--- src/design/lpfr_pkg.sv ---
// Package for the length-prefixed frame receiver.
// Holds register map codes, reset values and input opcodes.
// No dependencies.
package lpfr_pkg;

    // Register map, one 32-bit word per register
    localparam int CFG_ADDR_W = 4;
    localparam int CFG_DATA_W = 32;

    typedef enum logic [1:0] {
        REG_START_BYTE    = 2'd0,
        REG_MIN_FRAME_LEN = 2'd1,
        REG_MAX_FRAME_LEN = 2'd2,
        REG_TIMEOUT_TICKS = 2'd3
    } cfg_reg_t;

    // Register reset values
    localparam logic [7:0]  START_BYTE_RST    = 8'd50;
    localparam logic [8:0]  MIN_FRAME_LEN_RST = 9'd4;
    localparam logic [8:0]  MAX_FRAME_LEN_RST = 9'd256;
    localparam logic [15:0] TIMEOUT_TICKS_RST = 16'd500;

    // Largest frame total the fill counter supports
    localparam int MAX_FRAME_DEF = 256;

    // Input item kinds
    typedef enum logic {
        OP_BYTE = 1'b0,
        OP_TICK = 1'b1
    } opcode_t;

endpackage

--- src/design/length_prefixed_frame_receiver_core.sv ---
// Length-prefixed frame receiver: start-byte hunt, length check, timeout.
// Top level with APB-style register port. Depends on lpfr_pkg.
//
// Latency: an accepted transfer's result is registered in the output register in the cycle after it is accepted.
// Throughput: one input transfer per cycle; s_ready drops only while a result waits
// in the output register and m_ready is low.
// Reset (aresetn, synchronous, active low): registers return to their defaults,
// the receiver goes back to hunting for the start byte and the output is emptied.
module length_prefixed_frame_receiver_core #(
    parameter int MAX_FRAME = lpfr_pkg::MAX_FRAME_DEF
) (
    input  logic                            aclk,
    input  logic                            aresetn,
    // Input channel
    input  logic                            s_valid,
    output logic                            s_ready,
    input  logic                            s_opcode,
    input  logic [7:0]                      s_rx_byte,
    // Result channel
    output logic                            m_valid,
    input  logic                            m_ready,
    output logic [7:0]                      m_data_byte,
    output logic [7:0]                      m_byte_index,
    output logic                            m_frame_end,
    output logic                            m_frame_drop,
    // Register port
    input  logic                            psel,
    input  logic                            penable,
    input  logic                            pwrite,
    input  logic [lpfr_pkg::CFG_ADDR_W-1:0] paddr,
    input  logic [lpfr_pkg::CFG_DATA_W-1:0] pwdata,
    output logic [lpfr_pkg::CFG_DATA_W-1:0] prdata,
    output logic                            pready
);
    import lpfr_pkg::*;

    // Fill counter holds 0 .. MAX_FRAME
    localparam int FW = $clog2(MAX_FRAME + 1);

    // Configuration registers
    logic [7:0]  start_byte_reg;
    logic [8:0]  min_len_reg;
    logic [8:0]  max_len_reg;
    logic [15:0] timeout_reg;

    // Frame state
    logic [FW-1:0] fill_reg,     fill_next;
    logic [FW-1:0] exp_reg,      exp_next;
    logic [7:0]    len_high_reg, len_high_next;
    logic [15:0]   idle_reg,     idle_next;

    // Output register
    logic       m_valid_reg;
    logic [7:0] data_reg,  data_next;
    logic [7:0] index_reg, index_next;
    logic       end_reg,   end_next;
    logic       drop_reg,  drop_next;
    logic       res_valid;

    logic        s_fire;
    logic        cfg_wr;
    logic [16:0] total;
    logic [15:0] idle_inc;
    logic [FW-1:0] fill_inc;

    assign pready = 1'b1;
    assign cfg_wr = psel & penable & pwrite;

    // Register writes
    always_ff @(posedge aclk) begin
        if (!aresetn) begin
            start_byte_reg <= START_BYTE_RST;
            min_len_reg    <= MIN_FRAME_LEN_RST;
            max_len_reg    <= MAX_FRAME_LEN_RST;
            timeout_reg    <= TIMEOUT_TICKS_RST;
        end else if (cfg_wr) begin
            case (cfg_reg_t'(paddr[3:2]))
                REG_START_BYTE:    start_byte_reg <= pwdata[7:0];
                REG_MIN_FRAME_LEN: min_len_reg    <= pwdata[8:0];
                REG_MAX_FRAME_LEN: max_len_reg    <= pwdata[8:0];
                REG_TIMEOUT_TICKS: timeout_reg    <= pwdata[15:0];
                default: ;
            endcase
        end
    end

    // Register reads
    always_comb begin
        case (cfg_reg_t'(paddr[3:2]))
            REG_START_BYTE:    prdata = {24'd0, start_byte_reg};
            REG_MIN_FRAME_LEN: prdata = {23'd0, min_len_reg};
            REG_MAX_FRAME_LEN: prdata = {23'd0, max_len_reg};
            REG_TIMEOUT_TICKS: prdata = {16'd0, timeout_reg};
            default:           prdata = '0;
        endcase
    end

    // Handshake: take a new transfer whenever the output slot is free or draining
    assign s_ready = !m_valid_reg || m_ready;
    assign s_fire  = s_valid && s_ready;

    assign total    = {1'b0, len_high_reg, s_rx_byte} + 17'd2;
    assign idle_inc = (idle_reg == 16'hFFFF) ? idle_reg : idle_reg + 16'd1;
    assign fill_inc = fill_reg + FW'(1);

    // Per-item frame logic
    always_comb begin
        fill_next     = fill_reg;
        exp_next      = exp_reg;
        len_high_next = len_high_reg;
        idle_next     = idle_reg;
        res_valid     = 1'b0;
        data_next     = s_rx_byte;
        index_next    = 8'(fill_reg);
        end_next      = 1'b0;
        drop_next     = 1'b0;

        if (opcode_t'(s_opcode) == OP_TICK) begin
            // Tick: count idle time only inside a frame
            if (fill_reg != '0) begin
                idle_next = idle_inc;
                if ({1'b0, idle_inc} > {1'b0, timeout_reg}) begin
                    fill_next     = '0;
                    exp_next      = '0;
                    len_high_next = '0;
                    idle_next     = '0;
                    res_valid     = 1'b1;
                    data_next     = '0;
                    index_next    = '0;
                    drop_next     = 1'b1;
                end
            end
        end else begin
            idle_next = '0;
            if (fill_reg == '0) begin
                // Hunting for the start byte
                if (s_rx_byte == start_byte_reg) begin
                    fill_next = FW'(1);
                    res_valid = 1'b1;
                end
            end else if (fill_reg == FW'(1)) begin
                // Length high byte
                len_high_next = s_rx_byte;
                fill_next     = FW'(2);
                res_valid     = 1'b1;
            end else if (fill_reg == FW'(2)) begin
                // Length low byte: check the frame total
                res_valid = 1'b1;
                if (total < 17'd3 || total < {8'd0, min_len_reg}
                    || total > {8'd0, max_len_reg} || total > 17'(MAX_FRAME)) begin
                    fill_next     = '0;
                    exp_next      = '0;
                    len_high_next = '0;
                    data_next     = '0;
                    index_next    = '0;
                    drop_next     = 1'b1;
                end else if (total == 17'd3) begin
                    fill_next     = '0;
                    exp_next      = '0;
                    len_high_next = '0;
                    end_next      = 1'b1;
                end else begin
                    exp_next  = FW'(total);
                    fill_next = FW'(3);
                end
            end else begin
                // Frame body
                res_valid = 1'b1;
                fill_next = fill_inc;
                if (fill_inc >= exp_reg) begin
                    fill_next     = '0;
                    exp_next      = '0;
                    len_high_next = '0;
                    end_next      = 1'b1;
                end
            end
        end
    end

    // Frame state registers
    always_ff @(posedge aclk) begin
        if (!aresetn) begin
            fill_reg     <= '0;
            exp_reg      <= '0;
            len_high_reg <= '0;
            idle_reg     <= '0;
        end else if (s_fire) begin
            fill_reg     <= fill_next;
            exp_reg      <= exp_next;
            len_high_reg <= len_high_next;
            idle_reg     <= idle_next;
        end
    end

    // Output register control
    always_ff @(posedge aclk) begin
        if (!aresetn) begin
            m_valid_reg <= 1'b0;
        end else if (s_fire) begin
            m_valid_reg <= res_valid;
        end else if (m_ready) begin
            m_valid_reg <= 1'b0;
        end
    end

    // Output payload
    always_ff @(posedge aclk) begin
        if (s_fire && res_valid) begin
            data_reg  <= data_next;
            index_reg <= index_next;
            end_reg   <= end_next;
            drop_reg  <= drop_next;
        end
    end

    assign m_valid      = m_valid_reg;
    assign m_data_byte  = data_reg;
    assign m_byte_index = index_reg;
    assign m_frame_end  = end_reg;
    assign m_frame_drop = drop_reg;

    // Checks
    a_end_drop_excl: assert property (@(posedge aclk) disable iff (!aresetn)
        m_valid |-> !(m_frame_end && m_frame_drop))
        else $error("frame end and drop in one result");

    a_drop_zero: assert property (@(posedge aclk) disable iff (!aresetn)
        m_valid && m_frame_drop |-> m_data_byte == 8'd0 && m_byte_index == 8'd0)
        else $error("drop result carries data");

    a_close_rehunt: assert property (@(posedge aclk) disable iff (!aresetn)
        s_fire && res_valid && (end_next || drop_next) |=> fill_reg == '0)
        else $error("frame closed but receiver not hunting");

    a_body_bound: assert property (@(posedge aclk) disable iff (!aresetn)
        fill_reg >= FW'(3) |-> fill_reg < exp_reg)
        else $error("fill count past expected total");

endmodule

--- config.mk ---
export PLATFORM = sky130hd
export DESIGN_NAME = length_prefixed_frame_receiver_core
export DESIGN_NICKNAME = d
export VERILOG_FILES = /design/src/design/lpfr_pkg.sv /design/src/design/length_prefixed_frame_receiver_core.sv
export SDC_FILE = /design/constraint.sdc
export NUM_CORES = 1
export LEC_CHECK = 0
export ABC_AREA = 1
export BUFFER_PORTS_ARGS = -buffer_cell sky130_fd_sc_hd__buf_2
export CORE_MARGIN = 5
export CORE_UTILIZATION = 30
export DETAILED_ROUTE_END_ITERATION = 10
export PLACE_DENSITY = 0.53
export SLEW_MARGIN = 30
export SYNTH_ARGS = -nofsm -noshare
export SYNTH_HDL_FRONTEND = slang
export SYNTH_SLANG_ARGS = --single-unit
--- constraint.sdc ---
create_clock -name aclk -period 4.5 [get_ports aclk]
set_clock_uncertainty 0.1 [all_clocks]
set_input_delay 0.45 -clock aclk [delete_from_list [all_inputs] [get_ports aclk]]
set_output_delay 0.45 -clock aclk [all_outputs]
set_load 0.01 [all_outputs]
# Word-level counts from Yosys, hierarchy flattened
# Index checks and enable logic that the tools add are counted.
# Widths: inputs -> output; s select.
word_totals:
  out_inout_bits: 53
  word_cells: 121
  regBits: 103
  input_bits: 52
classes:
  reduce_logical: 22
  n_lt_le_gt_ge: 6
  muxes: 61
  add_sub_neg: 3
  n_eq_ne: 14
  n_bitwise: 2
ops:
  columns: ["operator", "n"]
  rows:
  - ["$mux 8", 23]
  - ["$mux 9", 15]
  - ["$pmux 32 s4", 1]
  - ["$mux 16", 4]
  - ["$add 16x2->17 const B", 1]
  - ["$eq 17x2->1 const B", 1]
  - ["$gt 17x9->1", 1]
  - ["$gt 17x9->1 const B", 1]
  - ["$lt 17x2->1 const B", 1]
  - ["$lt 17x9->1", 1]
  - ["$add 16x1->16 const B", 1]
  - ["$eq 16x16->1 const B", 1]
  - ["$gt 16x16->1", 1]
  - ["$mux 1", 16]
  - ["$reduce_and 6->1", 2]
  - ["$reduce_and 2->1", 5]
  - ["$add 9x1->9 const B", 1]
  - ["$eq 9x1->1 const B", 1]
  - ["$eq 9x2->1 const B", 1]
  - ["$ge 9x9->1", 1]
  - ["$logic_not 9->1", 1]
  - ["$reduce_bool 9->1", 1]
  - ["$eq 8x8->1", 1]
  - ["$ne 5x3->1 const B", 1]
  - ["16 further kinds", 25]

# Logic depth before layout (Yosys ltp)
# Gate-level depths: netlist (run 1).
depth:
  ltp_word: 10
  ltp_mapped: 24
  mapped_depth_nobuf: 24

# Least setup slack after synthesis (run 1)
# Ideal clock, no wire load.
synth_path:
  path_kind: "reg2reg"
  startpoint: "reg idle_reg[0]"
  endpoint: "reg fill_reg[7]"
  path_stages_with_launch: 23
  period_less_slack_ps: 3715
  setup_ps: 149
  arrival_time_ps: 3466
  n_path_buf: 0
  required_ps: 4251
  slack_ps: 785
  path_cell_list: "dfxtp_1 -> ha_1 -> inv_1 -> nor3_2 -> nand3_1 -> nor2_1 -> nand3_1 -> nor2_1 -> nor3_1 -> nand2_1 -> xnor2_1 -> ha_1 -> a21o_1 -> a31oi_1 -> o211ai_1 -> nand2_1 -> nand3_1 -> nand2_1 -> nand2_1 -> nand2_1 -> inv_1 -> o21ai_0 -> a21oi_1"
synth_between:
  elab_chain_len: 5
  word_cells_on_any_way: 6
  classes_between: "add/sub (1); order compare (1); eq/ne (2); mux (1); reduce/logical (1)"
synth_rtl:
  columns: ["item", "line", "source"]
  rows:
  - ["start, declared", "length_prefixed_frame_receiver_core.sv:50", "logic [15:0] idle_reg, idle_next;"]
  - ["start signal, assigned", "length_prefixed_frame_receiver_core.sv:191", "idle_reg <= idle_next;"]
  - ["$add 16x1->16 / $eq 16x16->1 (equally long branches)", "length_prefixed_frame_receiver_core.sv:103", "assign idle_inc = (idle_reg == 16'hFFFF) ? idle_reg : idle_reg + 16'd1;"]
  - ["$mux 16 *", "length_prefixed_frame_receiver_core.sv:103", null]
  - ["$gt 16x16->1 *", "length_prefixed_frame_receiver_core.sv:122", "if ({1'b0, idle_inc} > {1'b0, timeout_reg}) begin"]
  - ["$ne 2x1->1 (no line) *", null, null]
  - ["$reduce_and 4->1 (no line) *", null, null]
  - ["end signal, assigned", "length_prefixed_frame_receiver_core.sv:188", "fill_reg <= fill_next;"]
  - ["end, declared", "length_prefixed_frame_receiver_core.sv:47", "logic [FW-1:0] fill_reg, fill_next;"]
# Mark *: on every way between the ends. The rest lies on a longest branch, timed or not.
# A chain may end at the register's enable or synchronous reset.

# Worst setup path in the final report (run 1)
layout_path:
  startpoint: "reg idle_reg[0]"
  endpoint: "reg len_high_reg[5]"
layout_between:
  elab_chain_len: 5
  word_cells_on_any_way: 6
  classes_between: "add/sub (1); order compare (1); eq/ne (2); mux (1); reduce/logical (1)"
layout_rtl:
  columns: ["item", "line", "source"]
  rows:
  - ["$add 16x1->16 / $eq 16x16->1 (equally long branches)", "length_prefixed_frame_receiver_core.sv:103", null]
  - ["$mux 16 *", "length_prefixed_frame_receiver_core.sv:103", null]
  - ["$gt 16x16->1 *", "length_prefixed_frame_receiver_core.sv:122", null]
  - ["$ne 2x1->1 (no line) *", null, null]
  - ["$reduce_and 6->1 (no line) *", null, null]
  - ["end signal, assigned", "length_prefixed_frame_receiver_core.sv:190", "len_high_reg <= len_high_next;"]
  - ["end, declared", "length_prefixed_frame_receiver_core.sv:49", "logic [7:0] len_high_reg, len_high_next;"]
# Marks and branches as above.

==> results of run 1 <==
==> cell type report <==
| type | instances | area (sq um) | share of cell area, % |
|---|---|---|---|
| timing repair buffer | 79 | 420 | 5.62 |
| clock buffer | 9 | 225 | 3.01 |
| multi-input combinational | 696 | 3690 | 49.3 |
| clock inverter | 7 | 62.6 | 0.836 |
| sequential | 103 | 2240 | 30.0 |
| tap | 280 | 350 | 4.68 |
| inverter | 130 | 492 | 6.57 |
==> synthesized netlist by cell type (2+ instances only) <==
cell,instances
a211oi_1,2
nand2_2,2
buf_4,18
conb_1,2
nor2_1,112
nand4_1,18
o21ai_0,38
buf_2,6
nand3_1,43
and3_1,2
nor2_2,10
clkbuf_1,14
and2_1,2
a21oi_1,82
o21a_1,3
a31oi_1,3
o211ai_1,11
dfxtp_1,85
nor4_1,3
edfxtp_1,18
nand2_1,233
xor2_1,15
o21ai_1,2
o2111ai_1,7
nand3b_1,6
inv_1,127
inv_2,2
nor2_4,8
nor3_1,13
xnor2_1,6
ha_1,48
==> kinds of logic (layout without fill, tap and decap cells) <==
| kind of cell | count (synthesis) | count (layout) | synth area share, % |
|---|---|---|---|
| buffers and inverters | 171 | 225 | 11.2 |
| XOR/XNOR | 21 | 21 | 2.78 |
| other | 2 | 17 | 0.114 |
| AND/OR/NAND/NOR | 455 | 455 | 29.8 |
| AO/OA/AOI/OAI | 155 | 155 | 13.1 |
| adder cells (fa/ha/maj) | 48 | 48 | 9.08 |
| flip-flops | 103 | 103 | 33.9 |
==> through the flow <==
step	hold WS, ps	worst slack [ps]	area (sq um)	instances
floorplan	344	785	6670	970
global placement	352	552	7190	1288
detailed placement	363	512	7190	1288
CTS	238	486	7470	1304
global route	251	25.6	7480	1304
finish	248	567	7480	1304
==> layer usage <==
metal / vias to the layer above / routed length [um] / GRT usage [%]
met1: 2658 / 9020 / 20.4
met4: 0 / 270 / 3.94
li1: 3202 / - / -
met2: 115 / 8160 / 23.3
met3: 19 / 735 / 2.34
met5: - / 0 / 0
==> where the power goes <==
part	internal, uW	leakage [uW]	switching (uW)
Sequential	967	0.000854	18.2
Combinational	121	0.00238	250
Clock	387	0.000140	391
Total	1470	0.00337	659
==> critical path: stages (launching register included) <==
cell        delay, ps
dfxtp_1           350
ha_1              230
inv_1             100
nor3_2             60
nand3_1            80
nor2_1             70
nand3_1           170
nor2_2             80
nor3_1            360
nand3_1           160
xnor2_1           280
ha_1              300
a21oi_1           160
o21a_1            120
nor2_1             40
a21oi_1           110
nand3_1            80
nand2_1           100
nand2_1           150
nand2_1           150
clkinvlp_4        220
nand2_2           200
nand2_1            70
nand2_1            60
nor2_1             40
==> worst min path at each step <==
stage                startpoint             end  slack [ps]  cells past startpoint
finish                pwdata[8]  timeout_reg[8]         250                      3
global route          pwdata[8]  max_len_reg[8]         250                      3
CTS                   pwdata[8]  timeout_reg[8]         240                      3
detailed placement  idle_reg[2]     idle_reg[2]         360                      2
global placement    idle_reg[2]     idle_reg[2]         350                      2
floorplan           idle_reg[2]     idle_reg[2]         340                      2
==> flow_summary.rst, run 1 <==
.. list-table::
   :header-rows: 1

   * - Metric
     - Value
   * - Most used flip-flop cell after synthesis
     - dfxtp_1
   * - Number of diodes
     - 0
   * - Width of the chip
     - 158 um
   * - Clock tree from TritonCTS
     - done
   * - Post-CTS Repair Setup Buffers
     - 0
   * - Synthesis-stage register bit count
     - 103
   * - Cell taking the most area after synthesis
     - dfxtp_1
   * - Run status
     - complete, no violations
   * - Initial standard-cell utilization of the core
     - 30.4%
   * - Proportion of synthesized chip area in sequential cells
     - 33.9%
   * - Worst Setup Path Type
     - reg2reg
   * - Synth-to-layout area growth
     - 13.2%
   * - Reg2reg setup slack
     - 570 ps
   * - Average size of a mapped cell
     - 6.92 sq um
   * - Maximum buffer depth of the clock tree
     - 2
   * - Worst flop-to-flop path startpoint
     - idle_reg[0]
   * - Achievable frequency
     - 254 MHz
   * - Ratio of routed vias to standard cells
     - 4.60
   * - Worst Setup End Kind
     - flip-flop
   * - Utilization after layout
     - 34.4%
   * - Layout Nets
     - 1119
   * - H-tree depth
     - 3
   * - Static leakage
     - 0.00337 uW
   * - 1st-iter DRT viols
     - 325
   * - Clock latency on the worst-skew pair
     - 350 ps
   * - Fraction of layout cells with a size suffix above 1
     - 11.9%
   * - Number of primary I/O pins
     - 105
   * - Site Rows
     - 54
   * - Post-synthesis async set-or-reset flop share
     - 0%
   * - Worst path arrival time
     - 4090 ps
   * - Routability cong.
     - 0.831
   * - Number of max-slew violations in the final report
     - 0
   * - Router iterations before antenna repair
     - 5
   * - Period minus WS final
     - 3930 ps
   * - Hold crit path type
     - in2reg
   * - Overall track demand over capacity in global routing
     - 14.6%
   * - Combined area of all synthesized cells
     - 6610 sq um
   * - Leading cell type in the layout, fill and taps excluded
     - nand2_1
   * - CP startpoint kind
     - flip-flop
   * - Sink count of the clock tree
     - 103
   * - Root Buffer
     - clkbuf_16
   * - Endpoint of the worst register-to-register path
     - len_high_reg[5]
   * - Clock input transition at the sequential cells of the worst setup and hold paths
     - 80 ps
   * - Count of input and output buffers
     - 69
   * - Top cell type's share of synthesized area
     - 25.7%
   * - Critical path startpoint
     - idle_reg[0]
   * - Ranking of synthesized cells by area
     - dfxtp_1 (26%), nand2_1 (13%), ha_1 (9.1%), edfxtp_1 (8.2%), inv_1 (7.2%)
   * - Routed Wire Length
     - 18200 um
   * - Wire per inst
     - 13.9 um
   * - Maximum resistive drop on vdd
     - 0.156 mV
   * - EDFF count, synth
     - 18
   * - CTS Hold Bufs
     - 0
   * - Maxcap violations
     - 0
   * - Total number of yosys warnings
     - 0
   * - Required time worst endpoint
     - 4660 ps
   * - Via Count
     - 5994
   * - Path depth of the worst reg2reg path
     - 24
   * - Area of the core
     - 21800 sq um
   * - Layout filler cell count
     - 2406
   * - Die height
     - 158 um
   * - Final total negative setup slack
     - 0 ps
   * - Hold violation total from the final report
     - 0
   * - Max FO, Critical Path
     - 12
   * - Pin count of the biggest net entering global routing
     - 60
   * - Setup repair after global routing missed its margin
     - no
   * - DP HPWL
     - 14100 um
   * - Vias in the first global route
     - 5352
   * - Overall die area
     - 25100 sq um
   * - Portion of the clock cycle consumed by the worst path in the final layout
     - 87.4%
   * - Commonest cells after routing, fill and taps aside
     - nand2_1 (232), inv_1 (126), nor2_1 (111)
   * - Post-CTS sizing
     - 0
   * - Distinct cells, synth
     - 45
   * - Count of mapped cells out of synthesis
     - 955
   * - CP Capture Point
     - len_high_reg[5]
   * - Remaining antenna violation count after routing
     - 0
   * - Pwr/cell area
     - 285 nW/um^2
   * - Setup Viol. Count Final
     - 0
   * - Slew margin rel.
     - 43.1%
   * - Actual slew at the worst max-slew pin
     - 849 ps
   * - First-pass GRT wire length
     - 28800 um
   * - DRC violation count after routing
     - 0
   * - Total design power
     - 2130 uW
   * - Total global routing overflow
     - 0
   * - Number of antenna violations at the first check in global routing
     - 0
   * - Clock buffers created by TritonCTS
     - 9
No activity file was read; power rests on OpenSTA's default activity.
==> run 2, diff against run 1 <==
- clock period: 4.5 -> 4.6 ns (I/O delays scaled with it)
==> flow_summary.rst, run 2 (same netlist as run 1, synthesis figures left out) <==
.. list-table::
   :header-rows: 1

   * - Metric
     - Value
   * - Width of the chip
     - 158 um (unchanged)
   * - Ratio of routed vias to standard cells
     - 4.63 (was 4.60)
   * - Remaining antenna violation count after routing
     - 0 (unchanged)
   * - Routed Wire Length
     - 18100 um (was 18200 um)
   * - Placed standard-cell area
     - 7200 sq um (was 7190 sq um)
   * - Count of input and output buffers
     - 69 (unchanged)
   * - Path depth of the worst reg2reg path
     - 24 (unchanged)
   * - Maximum buffer depth of the clock tree
     - 2 (unchanged)
   * - H-tree depth
     - 3 (unchanged)
   * - Synth-to-layout area growth
     - 13.2% (about the same)
   * - DRC violation count after routing
     - 0 (unchanged)
   * - Slowest library cell on the worst path
     - dfxtp_1 (was nor3_1)
   * - Actual slew at the worst max-slew pin
     - 859 ps (was 849 ps)
   * - Endpoint of the worst register-to-register path
     - fill_reg[7] (was len_high_reg[5])
   * - Depth of the worst hold-timing path
     - 3 (unchanged)
   * - Router iterations before antenna repair
     - 5 (unchanged)
   * - Hold wc startpoint
     - pwdata[8] (unchanged)
   * - Clock latency on the worst-skew pair
     - 350 ps (about the same)
   * - Crit-path max cell delay
     - 390 ps (was 360 ps)
   * - Setup repair after global routing missed its margin
     - no (unchanged)
   * - Post-CTS sizing
     - 0 (unchanged)
   * - Vias in the first global route
     - 5495 (was 5352)
   * - Wire per inst
     - 13.9 um (about the same)
   * - Commonest cells after routing, fill and taps aside
     - nand2_1 (233), inv_1 (127), nor2_1 (112) (was nand2_1 (232), inv_1 (126), nor2_1 (111))
   * - Clock buffers created by TritonCTS
     - 9 (unchanged)
   * - Required time worst endpoint
     - 4730 ps (was 4660 ps)
   * - Via Count
     - 6042 (was 5994)
   * - Critical Path, Cell by Cell
     - ha_1, inv_1, nor3_2, nand3_1, nor2_1, nand3_1, nor2_1, nor3_1, nand2_1, xnor2_1, ha_1, a21o_1, a31oi_1, o211ai_1, nand2_1, nand3_1, nand2_1, nand2_1, buf_4, nand2_1, inv_1, buf_4, o21ai_0, a21oi_1 (was ha_1, inv_1, nor3_2, nand3_1, nor2_1, nand3_1, nor2_2, nor3_1, nand3_1, xnor2_1, ha_1, a21oi_1, o21a_1, nor2_1, a21oi_1, nand3_1, nand2_1, nand2_1, nand2_1, clkinvlp_4, nand2_2, nand2_1, nand2_1, nor2_1)
   * - Portion of the clock cycle consumed by the worst path in the final layout
     - 87.2% (was 87.4%)
   * - Max FO, Critical Path
     - 24 (was 12)
   * - Design area
     - 7480 sq um (about the same)
   * - Pin count of the biggest net entering global routing
     - 32 (was 60)
   * - Area of the core
     - 21800 sq um (unchanged)
   * - Initial standard-cell utilization of the core
     - 30.4% (unchanged)
   * - Hold Path Sink
     - timeout_reg[8] (unchanged)
   * - Layout Nets
     - 1121 (was 1119)
   * - Most frequent CP cell
     - nand2_1 (unchanged)
   * - Die height
     - 158 um (unchanged)
   * - First-pass GRT wire length
     - 29200 um (was 28800 um)
   * - Pwr/cell area
     - 279 nW/um^2 (was 285 nW/um^2)
   * - Static leakage
     - 0.00338 uW (was 0.00337 uW)
   * - Site Rows
     - 54 (unchanged)
   * - Worst Setup Path Type
     - reg2reg (unchanged)
   * - Layout filler cell count
     - 2420 (was 2406)
   * - Number of antenna violations at the first check in global routing
     - 0 (unchanged)
   * - Period minus WS final
     - 4010 ps (was 3930 ps)
   * - Hold crit path type
     - in2reg (unchanged)
   * - Worst Setup End Kind
     - flip-flop (unchanged)
   * - Leading cell type in the layout, fill and taps excluded
     - nand2_1 (unchanged)
   * - Total global routing overflow
     - 0 (unchanged)
   * - DP HPWL
     - 14100 um (about the same)
   * - Fraction of layout cells with a size suffix above 1
     - 11.7% (was 11.9%)
   * - Clock tree from TritonCTS
     - done (unchanged)
   * - Reg2reg setup slack
     - 590 ps (was 570 ps)
   * - Overall die area
     - 25100 sq um (unchanged)
   * - Worst flop-to-flop path startpoint
     - idle_reg[0] (unchanged)
   * - Setup Viol. Count Final
     - 0 (unchanged)
   * - Achievable frequency
     - 249 MHz (was 254 MHz)
   * - CTS Hold Bufs
     - 0 (unchanged)
   * - Sink count of the clock tree
     - 103 (unchanged)
   * - Number of max-slew violations in the final report
     - 0 (unchanged)
   * - Final total negative setup slack
     - 0 ps (unchanged)
   * - Worst path arrival time
     - 4140 ps (was 4090 ps)
   * - Buffer and inverter count on the worst path
     - 4 (was 2)
   * - 1st-iter DRT viols
     - 337 (was 325)
   * - Slew margin rel.
     - 42.5% (was 43.1%)
   * - Run status
     - complete, no violations (unchanged)
   * - Routability cong.
     - 0.849 (was 0.831)
   * - Combined area of the multi-input logic cells
     - 3680 sq um (was 3690 sq um)
   * - Area taken by flip-flops and latches
     - 2240 sq um (unchanged)
   * - Number of primary I/O pins
     - 105 (unchanged)
   * - Clock input transition at the sequential cells of the worst setup and hold paths
     - 80 ps (about the same)
   * - Number of diodes
     - 0 (unchanged)
   * - CP startpoint kind
     - flip-flop (unchanged)
   * - Hold violation total from the final report
     - 0 (unchanged)
   * - Maxcap violations
     - 0 (unchanged)
   * - Overall track demand over capacity in global routing
     - 14.7% (was 14.6%)
   * - Maximum resistive drop on vdd
     - 0.166 mV (was 0.156 mV)
   * - Root Buffer
     - clkbuf_16 (unchanged)
   * - Post-CTS Repair Setup Buffers
     - 0 (unchanged)
   * - Crit-path leading delay family
     - simple AND/OR/NAND/NOR gates (unchanged)
-- run 2: changes by cell type in the layout (fill, tap and decap cells not counted) --
| cell | before | now |
|---|---|---|
| buf_4 | 10 | 12 |
| clkbuf_1 | 0 | 1 |
| clkinv_4 | 3 | 2 |
| clkinvlp_2 | 1 | 0 |
| clkinvlp_4 | 1 | 2 |
| inv_1 | 126 | 127 |
| inv_6 | 1 | 0 |
| nand2_1 | 232 | 233 |
| nand2_2 | 3 | 2 |
| nor2_1 | 111 | 112 |
| nor2_2 | 11 | 10 |
-- run 2: power breakdown --
group | switching, uW | internal [uW]
Combinational | 244 | 119
Sequential | 17.9 | 946
Clock | 383 | 378
-- run 2: worst reg2reg max path, cell delays in order, from the launching register on --
cell      delay, ps
dfxtp_1         390
ha_1            190
inv_1            80
nor3_2          140
nand3_1         110
nor2_1          180
nand3_1         180
nor2_1          270
nor3_1          150
nand2_1         100
xnor2_1         170
ha_1            300
a21o_1          180
a31oi_1         140
o211ai_1        120
nand2_1          70
nand3_1          60
nand2_1         110
nand2_1         140
buf_4           180
nand2_1          70
inv_1            40
buf_4           220
o21ai_0         180
a21oi_1          50
-- run 2: final cells by class --
type,instances,share of cell area (%)
flip-flops and latches,103,30.0
inverters,130,6.52
clock inverters,6,0.736
clock buffers,10,3.06
multi-input cells,696,49.2
well taps,280,4.68
repair buffers,81,5.82
-- run 2: worst max path at each step --
stage / start / end / cells after the start
final: idle_reg[0] / fill_reg[7] / 24
after global routing: idle_reg[0] / fill_reg[7] / 24
after CTS: idle_reg[0] / fill_reg[7] / 24
after detailed placement: idle_reg[0] / fill_reg[7] / 24
after global placement: idle_reg[0] / fill_reg[8] / 24
after floorplan: idle_reg[0] / fill_reg[7] / 22
-- run 2: metal layers --
| metal | GRT usage [%] | wire length, um | vias to the layer above |
|---|---|---|---|
| met5 | 0 | 0 | - |
| met4 | 3.37 | 184 | 0 |
| met3 | 2.20 | 686 | 14 |
| met2 | 23.7 | 8360 | 104 |
| met1 | 20.8 | 8920 | 2719 |
| li1 | - | - | 3205 |
-- run 2: metrics by stage --
stage / util [%] / std cells / setup slack, ps / power, uW / hold WS, ps
4_1_cts: 34.4 / 1306 / 535 / 2110 / 255
3_5_place_dp: 33.1 / 1290 / 553 / 1350 / 368
2_1_floorplan: - / 970 / 885 / 1240 / 344
6_report: 34.4 / 1306 / 587 / 2090 / 264
3_3_place_gp: 33.1 / 1290 / 598 / 1350 / 352
5_1_grt: 34.4 / 1306 / 90.5 / 2210 / 275
==> run 3, diff against run 2 <==
- CTS_CLUSTER_DIAMETER: unset -> 40
- MAX_ROUTING_LAYER: unset -> met4
==> flow_summary.rst, run 3 (same netlist as run 1, synthesis figures left out) <==
.. list-table::
   :header-rows: 1

   * - Metric
     - Value
   * - DRC violation count after routing
     - 0 (unchanged)
   * - Leading cell type in the layout, fill and taps excluded
     - nand2_1 (unchanged)
   * - Setup Viol. Count Final
     - 0 (unchanged)
   * - Achievable frequency
     - 248 MHz (was 249 MHz)
   * - H-tree depth
     - 3 (unchanged)
   * - Period minus WS final
     - 4030 ps (was 4010 ps)
   * - Ratio of routed vias to standard cells
     - 4.65 (was 4.63)
   * - CTS Hold Bufs
     - 0 (unchanged)
   * - Overall die area
     - 25100 sq um (unchanged)
   * - Area of the core
     - 21800 sq um (unchanged)
   * - Commonest cells after routing, fill and taps aside
     - nand2_1 (233), inv_1 (127), nor2_1 (112) (unchanged)
   * - Hold wc startpoint
     - pwdata[8] (unchanged)
   * - Sink count of the clock tree
     - 103 (unchanged)
   * - Synth-to-layout area growth
     - 13.2% (unchanged)
   * - Post-CTS sizing
     - 0 (unchanged)
   * - Site Rows
     - 54 (unchanged)
   * - Required time worst endpoint
     - 4730 ps (about the same)
   * - First-pass GRT wire length
     - 29200 um (about the same)
   * - Clock latency on the worst-skew pair
     - 360 ps (was 350 ps)
   * - Static leakage
     - 0.00338 uW (unchanged)
   * - Clock input transition at the sequential cells of the worst setup and hold paths
     - 80 ps (about the same)
   * - Number of max-slew violations in the final report
     - 0 (unchanged)
   * - Reg2reg setup slack
     - 570 ps (was 590 ps)
   * - Slew margin rel.
     - 42.5% (about the same)
   * - Worst Setup Path Type
     - reg2reg (unchanged)
   * - Path depth of the worst reg2reg path
     - 24 (unchanged)
   * - Remaining antenna violation count after routing
     - 0 (unchanged)
   * - Hold crit path type
     - in2reg (unchanged)
   * - Vias in the first global route
     - 5491 (was 5495)
   * - Final total negative setup slack
     - 0 ps (unchanged)
   * - Worst flop-to-flop path startpoint
     - idle_reg[0] (unchanged)
   * - Clock buffers created by TritonCTS
     - 9 (unchanged)
   * - Hold violation total from the final report
     - 0 (unchanged)
   * - Critical Path, Cell by Cell
     - ha_1, inv_1, nor3_2, nand3_1, nor2_1, nand3_1, nor2_1, nor3_1, nand2_1, xnor2_1, ha_1, a21o_1, a31oi_1, o211ai_1, nand2_1, nand3_1, nand2_1, nand2_1, buf_4, nand2_1, inv_1, buf_4, o21ai_0, a21oi_1 (unchanged)
   * - Routed Wire Length
     - 18200 um (was 18100 um)
   * - Fraction of layout cells with a size suffix above 1
     - 11.7% (unchanged)
   * - Hold Path Sink
     - timeout_reg[8] (unchanged)
   * - Maxcap violations
     - 0 (unchanged)
   * - CP startpoint kind
     - flip-flop (unchanged)
   * - Layout Nets
     - 1121 (unchanged)
   * - Total global routing overflow
     - 0 (unchanged)
   * - 1st-iter DRT viols
     - 367 (was 337)
   * - Depth of the worst hold-timing path
     - 3 (unchanged)
   * - Worst Setup End Kind
     - flip-flop (unchanged)
   * - Router iterations before antenna repair
     - 5 (unchanged)
   * - Overall track demand over capacity in global routing
     - 15.1% (was 14.7%)
   * - Clock tree from TritonCTS
     - done (unchanged)
   * - Layout filler cell count
     - 2420 (unchanged)
   * - DP HPWL
     - 14100 um (unchanged)
   * - Wire per inst
     - 13.9 um (about the same)
   * - Pin count of the biggest net entering global routing
     - 32 (unchanged)
   * - Post-CTS Repair Setup Buffers
     - 0 (unchanged)
   * - Portion of the clock cycle consumed by the worst path in the final layout
     - 87.7% (was 87.2%)
   * - Number of primary I/O pins
     - 105 (unchanged)
   * - Die height
     - 158 um (unchanged)
   * - Root Buffer
     - clkbuf_16 (unchanged)
   * - Placed standard-cell area
     - 7200 sq um (unchanged)
   * - Number of diodes
     - 0 (unchanged)
   * - Run status
     - complete, no violations (unchanged)
   * - Count of input and output buffers
     - 69 (unchanged)
   * - Max FO, Critical Path
     - 24 (unchanged)
   * - Hold slack final
     - 260 ps (was 264 ps)
   * - Design area
     - 7480 sq um (unchanged)
   * - Routability cong.
     - 0.863 (was 0.849)
   * - Crit-path max cell delay
     - 390 ps (about the same)
   * - Most frequent CP cell
     - nand2_1 (unchanged)
   * - Setup repair after global routing missed its margin
     - no (unchanged)
   * - Maximum resistive drop on vdd
     - 0.166 mV (about the same)
   * - Initial standard-cell utilization of the core
     - 30.4% (unchanged)
   * - Pwr/cell area
     - 279 nW/um^2 (about the same)
   * - Maximum buffer depth of the clock tree
     - 2 (unchanged)
   * - Width of the chip
     - 158 um (unchanged)
   * - Actual slew at the worst max-slew pin
     - 859 ps (about the same)
   * - Number of antenna violations at the first check in global routing
     - 0 (unchanged)
   * - Slowest library cell on the worst path
     - dfxtp_1 (unchanged)
   * - Worst path arrival time
     - 4160 ps (was 4140 ps)
   * - Via Count
     - 6070 (was 6042)
   * - Endpoint of the worst register-to-register path
     - fill_reg[8] (was fill_reg[7])
## run 3: cell counts in the layout (fill, tap and decap cells not counted)
Identical to the previous run, type by type.
## run 3: power breakdown
| group | switching [uW] | leakage [uW] | internal [uW] |
|---|---|---|---|
| Sequential | 17.9 | 0.000854 | 946 |
| Clock | 384 | 0.000133 | 378 |
| Combinational | 243 | 0.00240 | 119 |
| Total | 645 | 0.00338 | 1440 |
## run 3: per-stage QoR
step	cells	worst slack, ps	total power (uW)	utilization (%)
2_1_floorplan	970	885	1240	-
3_3_place_gp	1290	598	1350	33.1
3_5_place_dp	1290	553	1350	33.1
4_1_cts	1306	535	2110	34.4
5_1_grt	1306	93.2	2200	34.4
6_report	1306	568	2090	34.4
## run 3: layer usage
layer | wire, um | track usage [%]
met2 | 8400 | 23.7
met4 | 144 | 3.37
met1 | 8880 | 20.8
met5 | 0 | -
met3 | 781 | 2.12
## run 3: worst max-delay path by stage
stage           startpoint  slack [ps]           to  cells after the start
2_1_floorplan  idle_reg[0]         890  fill_reg[7]                     22
3_3_place_gp   idle_reg[0]         600  fill_reg[8]                     24
3_5_place_dp   idle_reg[0]         550  fill_reg[7]                     24
4_1_cts        idle_reg[0]         530  fill_reg[7]                     24
5_1_grt        idle_reg[0]          90  fill_reg[7]                     24
6_report       idle_reg[0]         570  fill_reg[8]                     24
## run 3: worst max-delay path, delay by kind of cell (launching register included)
family                   cells  cell delay, ps
flip-flops                   1             390
adder cells (fa/ha/maj)      2             490
AND/OR/NAND/NOR             12            1580
AO/OA/AOI/OAI                5             660
XOR/XNOR                     1             170
buffers and inverters        4             510
## run 3: area by class of cell
class / instances / area, sq um / share of cell area, %
Clock buffer: 10 / 229 / 3.06
Clock inverter: 6 / 55.1 / 0.736
Inverter: 130 / 488 / 6.52
Multi-Input combinational cell: 696 / 3680 / 49.2
Sequential cell: 103 / 2240 / 30.0
Tap cell: 280 / 350 / 4.68
Timing Repair Buffer: 81 / 435 / 5.82
